[src/hw/rtl/mqrr_ptr_ram.sv]
// per-destination head, tail and count entries, registered read port
// entries never written read as zero through per-entry valid bits; no dependencies
module mqrr_ptr_ram #(
  parameter int unsigned DEPTH = 16,
  parameter int unsigned WIDTH = 13
) (
  input  logic                     clk_i,
  input  logic                     rst_ni,
  input  logic                     we_i,
  input  logic [$clog2(DEPTH)-1:0] waddr_i,
  input  logic [WIDTH-1:0]         wdata_i,
  input  logic                     re_i,
  input  logic [$clog2(DEPTH)-1:0] raddr_i,
  output logic [WIDTH-1:0]         rdata_o
);

  logic [WIDTH-1:0] mem [DEPTH];
  logic [DEPTH-1:0] written_q;
  logic [WIDTH-1:0] rdata_q;

  always_ff @(posedge clk_i or negedge rst_ni) begin
    if (!rst_ni) begin
      written_q <= '0;
    end else if (we_i) begin
      written_q[waddr_i] <= 1'b1;
    end
  end

  always_ff @(posedge clk_i) begin
    if (we_i) begin
      mem[waddr_i] <= wdata_i;
    end
    if (re_i) begin
      rdata_q <= written_q[raddr_i] ? mem[raddr_i] : '0;
    end
  end

  assign rdata_o = rdata_q;

endmodule

[config.mk]
export PLATFORM = sky130hd
export DESIGN_NAME = mqrr_ptr_ram
export DESIGN_NICKNAME = d
export VERILOG_FILES = /design/src/hw/rtl/mqrr_ptr_ram.sv
export SDC_FILE = /design/constraint.sdc
export NUM_CORES = 1
export LEC_CHECK = 0
export ABC_AREA = 1
export BUFFER_PORTS_ARGS = -buffer_cell sky130_fd_sc_hd__buf_2
export CORE_UTILIZATION = 25
export DETAILED_ROUTE_END_ITERATION = 7
export PLACE_DENSITY = 0.49
export SYNTH_ARGS = -nofsm -noshare
export SYNTH_HDL_FRONTEND = slang
export SYNTH_SLANG_ARGS = --single-unit
[constraint.sdc]
create_clock -name clk_i -period 2.1 [get_ports clk_i]
set_input_delay 0.525 -clock clk_i [delete_from_list [all_inputs] [get_ports clk_i]]
set_output_delay 0.525 -clock clk_i [all_outputs]
set_load 0.02 [all_outputs]
Word-level counts from Yosys, hierarchy flattened
Memory sizes are Yosys's and may differ from the RTL's. A register that Yosys moved wholly into a read port is not among the register bits.
Index checks and enable logic that the tools add are counted.
{ "word_totals": {"memories": 1, "mem_bits_ro": 0, "inputBits": 25, "latchBits": 0, "output_inout_bits": 13, "ff_bits": 16, "word_cells": 14, "ram_bits": 208} }
{ "mem_list": {"columns": ["memory", "words", "width", "rd", "rd_clocked_by_memory_dff", "write_ports", "line", "text"], "rows": [
  ["mem", 16, 13, 1, 1, 1, "17", "logic [WIDTH-1:0] mem [DEPTH];"]
]} }
{ "classes": {"reduce_logical": 2, "n_lt_le_gt_ge": 3, "n_addsub": 0, "bitwise": 1, "mux": 6, "div": 0, "n_eq_ne": 0, "n_shift": 0, "mul": 0} }
{ "ops": {"columns": ["cell", "count"], "rows": [
  ["16-bit bitwise OR", 1],
  ["4-bit by 5-bit < comparator with 1-bit output, second input constant", 2],
  ["1-bit binary-select mux with 4-bit select", 1],
  ["1-bit demux with 4-bit select", 1],
  ["4-bit by 1-bit greater-or-equal comparator with 1-bit output, second input constant", 1],
  ["1-bit two-way mux", 4],
  ["1-bit logical AND", 1],
  ["1-bit logical NOT", 1]
]} }

Logic depth before layout (Yosys ltp)
{ "logic_depth": {"word_depth": 5, "ltp_mapped": 11, "mapped_depth_nobuf": 9} }

Worst setup path after synthesis
No wires, ideal clock.
{ "synth_path": {"path_type": "input -> register", "startpoint": "input waddr_i[2]", "endpoint": "memory mem[4][0], enable pin", "required_ps": 1718, "path_stages": 4, "arrival_time_ps": 1350, "path_slack_ps": 368, "cell_sequence": "inv_1 -> nor2_1 -> nand2_1 -> nor2_1"} }
{ "synth_lines": {"columns": ["item", "line", "text"], "rows": [
  ["start, declared", "10", "input logic [$clog2(DEPTH)-1:0] waddr_i,"],
  ["end, declared", "17", null]
]} }
Straight into the memory's write port.

Worst setup path after layout
{ "layout_path": {"startpoint": "register rdata_q[9], in the netlist rdata_o[9] (read register of mem)", "endpoint": "output rdata_o[9]"} }
{ "layout_lines": {"columns": ["item", "line", "text"], "rows": [
  ["start, declared", "19", "logic [WIDTH-1:0] rdata_q;"],
  ["end, declared", "14", "output logic [WIDTH-1:0] rdata_o"]
]} }
No word-level cell between the ends.

==> impl_metrics.ini <==
[outcome]
outcome = finished clean

[final_layout]
drive_gt1_frac = 0.112
area_growth_pct = 19.5
nNetsFinal = 1079
fillerInstances = 4077
num_antenna_cells = 0

[critical_path]
critPathKind = reg2out
reg2regPathDepth = 8
regToRegSetupSlack_ns = 0.66
cp.arrival_ns = 1.21
worstSetupEndpointType = primary output
start_kind = flip-flop
critical_path_buf_inv_count = 1
path_cells = buf_2
worst_r2r_endpoint = rdata_o[2]$_SDFFCE_PN0P_
crit_cells = 1
cp-startpoint = rdata_o[9]$_SDFFCE_PN0P_
cp_top_family = flip-flops
cp_max_fo = 1
crit_path_end = rdata_o[9]
r2r-start = written_q[2]$_DFFE_PN0P_
slowest_delay_ns = 0.48
cp.required_ns = 1.57
worst_path_max_delay_cell = edfxtp_1

[sta]
min_period_ns = 1.74
rsz0062_at_grt = false
holdWs_ns = 0.389
hold_viol = 0
max_freq_ghz = 0.575
final.setup_skew_ns = 0.00801
relSlewSlack = 0.659
tightest_slew_ns = 0.512
setup_viol = 0
finalCritPeriodShare = 0.828
slew_viol_final = 0
setup_tns_ns = 0

[placement]
dp_hpwl_um = 16000
portBuffers = 37
gp_congestion = 0.768

[synthesis]
synth_edf_count = 221
synth_fp_nets = 1013
ys_top_cells_by_count = nand2_1, edfxtp_1, inv_1
synth_xor_area_frac = 0
synth-adder-area-share = 0
syn_area_mm2 = 0.0102
synth-simple-area-share = 0.206
synth_top_family_by_area = simple AND/OR/NAND/NOR gates
yosys_warnings = 0
ys_async_sr_fraction = 0.0675
yosysMostFrequentCell = nand2_1
ys.flop_type = edfxtp_1
netlist.area_leader.share = 0.652
synth_compound_area_frac = 0.00787
syn_area_per_cell_um2 = 10.3
syn_inst = 988
yosysTopAreaCell = edfxtp_1
seq_area_frac_synth = 0.692
netlist_top_cells_area = edfxtp_1, nand2_1, nand3_1
synth.distinct_cells = 14
synthMuxAreaShare = 0
ys_ff_latch = 237

[floorplanning]
rows = 73
fp.coreArea_mm2 = 0.0399
die_h_um = 204
fp.dieArea_mm2 = 0.0415
initial_core_util = 0.255
dieWidth_um = 204
io-pin-count = 38

[clock_tree]
h-tree-depth = 1
cts_root_buf = clkbuf_16
clock_latency_ns = 0.53
cts_buffer_depth = 3
clk_pin_slew_worst_paths_ns = 0.06
clock_sinks = 237
cts_tree = built
cts_buffers = 28

[hold_path]
hold_class = in2reg

[route]
drt_iter0_drc = 404
wl_um = 26500
ant_nets = 0
via_count = 6718
routed_via_density = 4.20
avgRoutedWirePerCell_um = 16.6
firstDrtPassIters = 5
drc = 0

[pwr]
leakage_nw = 5.25
ir_drop_v = 0.000603
pwr_density_cell_mw_per_mm2 = 864

[global_routing]
grt-ovfl-total = 0
first_global_vias = 6624
grt_pass1_wl_um = 40600
grt_max_degree = 57
grt_usage = 0.130
antenna_found_initial = 0

[job]
drv_cap = 0
final cells by class:
class | instances | area (um2) | share of cell area
Clock inverter | 15 | 95.1 | 0.00783
Clock buffer | 37 | 756 | 0.0622
Multi-Input combinational cell | 515 | 2170 | 0.179
Tap cell | 525 | 657 | 0.0541
Sequential cell | 237 | 7040 | 0.579
Inverter | 192 | 722 | 0.0594
Timing Repair Buffer | 80 | 713 | 0.0587
power by group:
group | switching (mW) | total (mW) | internal (mW)
logic | 0.498 | 0.716 | 0.219
registers | 0.0333 | 5.31 | 5.28
clock network | 1.84 | 4.47 | 2.64
layout by cell type (no fill, tap or decap), types with 2 or more instances in the layout:
cell / n
clkinv_1: 7
clkinv_2: 7
clkbuf_16: 29
nand3_1: 172
inv_2: 2
nor2_1: 18
inv_1: 189
edfxtp_1: 221
dfrtp_1: 16
buf_2: 36
o21ai_0: 16
nand2_1: 308
buf_4: 27
buf_12: 16
clkbuf_1: 8
kinds of logic after synthesis:
family                 Yosys count
AO/OA/AOI/OAI                   16
buffers and inverters          236
flip-flops                     237
AND/OR/NAND/NOR                499
flip-flops by register name (all words and copies together) (netlist names):
signal and flops:
rdata_o 13, mem 208, written_q 16
through the flow:
step	setup WS (ns)	cell area (um2)	utilization	power, mW	cells
finish	0.362	12200	0.304	10.5	1601
detailed placement	0.121	11300	0.283	6.14	1548
CTS	0.342	12200	0.304	10.6	1601
global placement	0.134	11300	0.283	6.14	1548
floorplan	0.368	10200	-	5.80	988
global route	0.328	12200	0.304	10.9	1601
worst min-delay path by stage:
stage	end	cells after the start	slack, ns	start
2_1_floorplan	written_q[0]$_DFFE_PN0P_	0	0.23	rst_ni
3_3_place_gp	written_q[7]$_DFFE_PN0P_	2	0.44	written_q[7]$_DFFE_PN0P_
3_5_place_dp	written_q[7]$_DFFE_PN0P_	2	0.45	written_q[7]$_DFFE_PN0P_
4_1_cts	mem[13][10]$_DFFE_PP_	1	0.37	wdata_i[10]
5_1_grt	mem[8][10]$_DFFE_PP_	1	0.38	wdata_i[10]
6_report	mem[3][2]$_DFFE_PP_	1	0.39	wdata_i[2]
routing by layer:
layer / wire [um] / GRT usage
met4: 454 / 0.0314
met2: 12900 / 0.222
met1: 12200 / 0.175
met5: 0 / 0
met3: 991 / 0.0153
timing repair:
item | 4_1_cts | 5_1_grt
resized for setup | 0 | 0
endpoints found under the hold margin | 16 | 0
buffers inserted | 0 | 0
hold buffers | 1 | 0
(Power assumes the default switching activity.)
