**src/hw/rtl/mqrr_pkg.sv**
```systemverilog
// shared widths, operation and status codes, config register indexes
// for the round-robin multi-queue dispatcher; no dependencies
package mqrr_pkg;

  localparam int unsigned OPCODE_BITS = 2;
  localparam int unsigned DEST_BITS   = 4;
  localparam int unsigned HANDLE_PORT_BITS = 32;
  localparam int unsigned STATUS_BITS = 2;
  localparam int unsigned MASK_BITS   = 16;
  localparam int unsigned CFG_IDX_BITS = 4;

  // operation codes
  localparam logic [OPCODE_BITS-1:0] OP_PUSH = 2'd0;
  localparam logic [OPCODE_BITS-1:0] OP_POP  = 2'd1;
  localparam logic [OPCODE_BITS-1:0] OP_PICK = 2'd2;

  // result status codes
  localparam logic [STATUS_BITS-1:0] ST_OK       = 2'd0;
  localparam logic [STATUS_BITS-1:0] ST_EMPTY    = 2'd1;
  localparam logic [STATUS_BITS-1:0] ST_BAD_DEST = 2'd2;
  localparam logic [STATUS_BITS-1:0] ST_FULL     = 2'd3;

  // config register indexes
  localparam logic [CFG_IDX_BITS-1:0] CFG_PRESENT = 4'd0;
  localparam logic [CFG_IDX_BITS-1:0] CFG_WORKER  = 4'd1;

  // outcome of the round-robin search
  typedef struct packed {
    logic                 found;
    logic [DEST_BITS-1:0] id;
  } pick_res_t;

endpackage

```
**src/hw/rtl/mqrr_rr_pick.sv**
```systemverilog
// rotating priority encoder over the busy worker destinations
// depends on mqrr_pkg for the result struct
module mqrr_rr_pick #(
  parameter int unsigned NUM = 16
) (
  input  logic [NUM-1:0]                  cand_i,
  input  logic [mqrr_pkg::DEST_BITS-1:0]  cursor_i,
  output mqrr_pkg::pick_res_t             res_o
);

  localparam int unsigned IW = $clog2(NUM);
  localparam logic [4:0] NumW = 5'(NUM);

  always_comb begin
    logic [4:0] sum;
    logic [4:0] id;
    res_o = '0;
    // walk from farthest to nearest so the nearest hit wins
    for (int k = NUM; k >= 1; k--) begin
      sum = 5'(cursor_i) + 5'(k);
      id  = (sum >= NumW) ? sum - NumW : sum;
      if (cand_i[id[IW-1:0]]) begin
        res_o.found = 1'b1;
        res_o.id    = id[mqrr_pkg::DEST_BITS-1:0];
      end
    end
  end

endmodule

```
**config.mk**
```make
export PLATFORM = sky130hd
export DESIGN_NAME = mqrr_rr_pick
export DESIGN_NICKNAME = d
export VERILOG_FILES = /design/src/hw/rtl/mqrr_pkg.sv /design/src/hw/rtl/mqrr_rr_pick.sv
export SDC_FILE = /design/constraint.sdc
export NUM_CORES = 1
export LEC_CHECK = 0
export BUFFER_PORTS_ARGS = -buffer_cell sky130_fd_sc_hd__buf_2
export CAP_MARGIN = 20
export CORE_MARGIN = 2
export CORE_UTILIZATION = 55
export DETAILED_ROUTE_END_ITERATION = 10
export PLACE_DENSITY_LB_ADDON = 0.15
export SLEW_MARGIN = 20
export SYNTH_ARGS = -nofsm -noshare
export SYNTH_HDL_FRONTEND = slang
export SYNTH_SLANG_ARGS = --single-unit
```
**constraint.sdc**
```tcl
create_clock -name vclk -period 7.72
set_input_delay 1.544 -clock vclk [all_inputs]
set_output_delay 1.544 -clock vclk [all_outputs]
set_load 0.02 [all_outputs]
```
# [Yosys cells after proc, flatten, opt, wreduce, memory -nomap -nowiden]
# Index checks and enable logic that the tools add are counted.
[word_totals] wordCells=128 register_bits=0 inputBits=20 out_inout_bits=5
[op_classes] magnitude_cmp=32 muxes=64 add_sub_neg=32
[ops] operator="$ge A5 B5 Y1 const B" count=16
[ops] operator="$lt A4 B5 Y1 const B" count=16
[ops] operator="$mux W5" count=16
[ops] operator="$bmux W1 S4" count=16
[ops] operator="$mux W4" count=16
[ops] operator="$sub A4 B1 Y4 const B" count=16
[ops] operator="$add A4 B4 Y5 const B" count=8
[ops] operator="$add A4 B3 Y5 const B" count=4
[ops] operator="$mux W1" count=16
[ops] operator="$add A4 B2 Y5 const B" count=2
[ops] operator="$add A4 B1 Y5 const B" count=1
[ops] operator="$add A4 B5 Y5 const B" count=1

# [Logic depth before layout (Yosys ltp)]
[logic_depth] word_depth=21 mapped_depth=14 mapped_depth_nobuf=9

# [Worst setup path before layout]
# Ideal clock, no wire load.
[synth_timing] path_type="input port to output port" from="in cursor_i[1] (netlist name)" to="out res_o[0] (netlist name)" n_path_buf=3 required_time_ns=6.176 slack_ns=1.621 stages=12 arrival_time_ns=4.555 path_cell_list="buf_2 inv_1 buf_2 ha_1 buf_1 mux4_2 mux4_2 clkinv_1 a21o_1 a2111oi_0 or3_1 o21ai_1"
[synth_rtl] element="from (decl)" line="mqrr_rr_pick.sv:7" source="input logic [mqrr_pkg::DEST_BITS-1:0] cursor_i,"
[synth_rtl] element="to (decl)" line="mqrr_rr_pick.sv:8" source="output mqrr_pkg::pick_res_t res_o"

==> results.sh <==
export IMPL_measured_slew_at_the_worst_slew_check_pin_ps=844
export IMPL_cp_end_kind="output pin"
export IMPL_aggregate_routed_wire_length_microns=7440
export IMPL_die_area_sq_um=5070
export IMPL_layout_cells_most_common_list="sky130_fd_sc_hd__mux2i_1, sky130_fd_sc_hd__mux4_2, sky130_fd_sc_hd__buf_2"
export IMPL_fmax_mhz=152
export IMPL_grt_overflow_total=0
export IMPL_timing_critical_path_from_type="input port"
export IMPL_core_region_area_sq_um=4350
export IMPL_layout_min_cycle_time_ps=6580
export IMPL_netSwitchingFraction=0.591
export IMPL_max_slew_margin=0.422
export IMPL_fin_setup_tns_ps=0
export IMPL_synth_area_leaders="sky130_fd_sc_hd__mux4_2, sky130_fd_sc_hd__mux2i_1, sky130_fd_sc_hd__ha_1, sky130_fd_sc_hd__mux2_2, sky130_fd_sc_hd__xnor2_1"
export IMPL_hold_path_depth=5
export IMPL_route_vias_total=2510
export IMPL_avgRoutedWirePerCell_microns=22.7
export IMPL_postSynthAreaPerCell_sq_um=9.45
export IMPL_sequential_cell_total=0
export IMPL_crit_required_ps=6180
export IMPL_post_synth_top_area_cell="sky130_fd_sc_hd__mux4_2"
export IMPL_drtAntennaViolNets=0
export IMPL_synth_sequential_area_ratio=0
export IMPL_layout_commonest_cell="sky130_fd_sc_hd__mux2i_1"
export IMPL_floorplan_die_width_microns=71.2
export IMPL_p_comb_frac=1.000
export IMPL_power_ir_vdd_worst_uv=54.4
export IMPL_power_internal_mw=0.128
export IMPL_post_cts_resize_count=0
export IMPL_drt_iter0_markers=310
export IMPL_maxCapViolCount=0
export IMPL_ys_types=60
export IMPL_post_route_cells_drive_above_1_share=0.316
export IMPL_number_of_global_route_vias_before_repair=2267
export IMPL_total_switching_power_mw=0.185
export IMPL_synthesis_instances=263
export IMPL_layout_area_seq_sq_um=0
export IMPL_detail_route_vias_per_cell=7.68
export IMPL_initial_util=0.571
export IMPL_grt_use_total=0.298
export IMPL_cpMaxStageDelayCell="sky130_fd_sc_hd__ha_1"
export IMPL_number_of_nets_produced_by_synthesis=290
export IMPL_timing_final_hold_violations=0
export IMPL_worst_hold_start="cursor_i[0]"
export IMPL_num_clock_buffers=0
export IMPL_hold_buffers=0
export IMPL_clockPowerShare=0
export IMPL_power_share_sequential=0
export IMPL_grt_antenna_before_repair=0
export IMPL_timing_final_setup_violations=0
export IMPL_placementRows=24
export IMPL_postCtsSetupBuffers=0
export IMPL_sequence_of_cells_on_the_critical_path="buf_2 > inv_1 > ha_1 > mux4_2 > mux2i_1 > mux2i_1 > nor2_1 > nand4b_1 > or3_1 > o21ai_1 > buf_2"
export IMPL_layout_area_overhead_vs_synth_pct=4.28
export IMPL_hold_path_endpoint="res_o[0]"
export IMPL_dp_slack_ps=1210
export IMPL_count_of_inserted_antenna_diode_cells=0
export IMPL_floorplan_die_height_microns=71.2
export IMPL_worst_setup_path_type="in -> out"
export IMPL_yosys_warnings=0
export IMPL_power_per_cell_area_nw_per_um2=121
export IMPL_io_pins=25
export IMPL_timing_max_transition_violations_final=0
export IMPL_run_status="complete, no violations"
export IMPL_grt_first_pass_wirelength_microns=12200
export IMPL_gpl_final_weighted_congestion=0.881
export IMPL_area_share_of_the_leading_cell_type_in_the_synthesized_netlist=0.308
export IMPL_drcViolationCount=0
export IMPL_grt_setup_unrepaired="no"
export IMPL_fin_crit_sh=0.853
export IMPL_netlist_area_before_placement_sq_um=2490
export IMPL_worstPathMaxFanout=20
export IMPL_drt_pass1_iterations=5
export IMPL_worst_ep_arrival_time_ps=5040
export IMPL_worst_setup_slack_after_layout_ps=1140
export IMPL_buffer_ports_inserted=25
export IMPL_critical_path_max_stage_delay_ps=890
export IMPL_hpwl_microns=5710
export IMPL_grt_max_degree=42
export IMPL_hp_class="in -> out"
export IMPL_num_nets_final=304
export IMPL_lkg_pwr_nw=0.987
==> cell type report <==
cell class                 count  area, sq um
fill                         385         1760
multi-input combinational    233         2330
tap                           52         65.1
inverter                      14         52.6
timing repair buffer          28          148
==> critical path, delay by kind of cell <==
| family | cells | cell delay [ps] |
|---|---|---|
| simple gates | 3 | 860 |
| mux | 3 | 1260 |
| fa+ha+maj | 1 | 890 |
| compound gates | 1 | 110 |
| buf+inv | 3 | 370 |
==> power by group through the flow <==
stage	clock network, mW	logic (mW)	registers (mW)
2_1_floorplan	0	0.237	0
3_3_place_gp	0	0.306	0
5_1_grt	0	0.337	0
4_1_cts	0	0.306	0
6_report	0	0.313	0
3_5_place_dp	0	0.305	0
==> per-stage QoR <==
step / hold slack, ps / utilization / total power, mW / std cells / instance area [sq um]
floorplan: 3660 / - / 0.237 / 263 / 2490
finish: 3740 / 0.595 / 0.313 / 327 / 2590
detailed placement: 3740 / 0.595 / 0.305 / 327 / 2590
global placement: 3740 / 0.595 / 0.306 / 327 / 2590
global route: 3800 / 0.595 / 0.337 / 327 / 2590
CTS: 3740 / 0.595 / 0.306 / 327 / 2590
==> cells in the mapped netlist, drive strengths merged, types with 2 or more instances <==
library cell	instances
clkbuf	3
xnor2	10
o31ai	2
nand4	4
mux4	34
or3	3
a31oi	4
a21o	5
buf	13
xor2	3
o21a	2
a211oi	7
nor4	2
o21ai	15
clkinv	2
nor3	3
inv	12
ha	7
o211ai	6
nand3	6
nand2	14
and3	3
a21oi	10
or2	2
a2111oi	4
o22ai	6
mux2i	40
mux2	8
nand2b	2
nor2	13
a221oi	3
==> cells by family (layout without fill, tap and decap cells) <==
logic type      after synthesis  in the layout  synth area share
fa+ha+maj                     7              7            0.0352
buf+inv                      30             42            0.0639
compound gates               77             77             0.220
mux                          82             82             0.518
simple gates                 54             54             0.108
xor+xnor                     13             13            0.0549
==> layer usage <==
| metal | vias to the layer above | global-route usage | part of all wire |
|---|---|---|---|
| met5 | - | 0 | 0 |
| met1 | 1184 | 0.423 | 0.40 |
| met2 | 190 | 0.485 | 0.47 |
| met3 | 26 | 0.0267 | 0.092 |
| met4 | 0 | 0.0985 | 0.036 |
| li1 | 1110 | - | - |
==> how the worst max path moves through the flow <==
stage	from	endpoint	slack (ps)	depth (start not counted)
6_report	cursor_i[0]	res_o[0]	1140	11
4_1_cts	cursor_i[0]	res_o[0]	1200	10
5_1_grt	cursor_i[0]	res_o[0]	840	11
2_1_floorplan	cursor_i[1]	res_o[0]	1620	12
3_3_place_gp	cursor_i[0]	res_o[0]	1160	10
3_5_place_dp	cursor_i[0]	res_o[0]	1210	10
No activity file was read; power rests on OpenSTA's default activity.
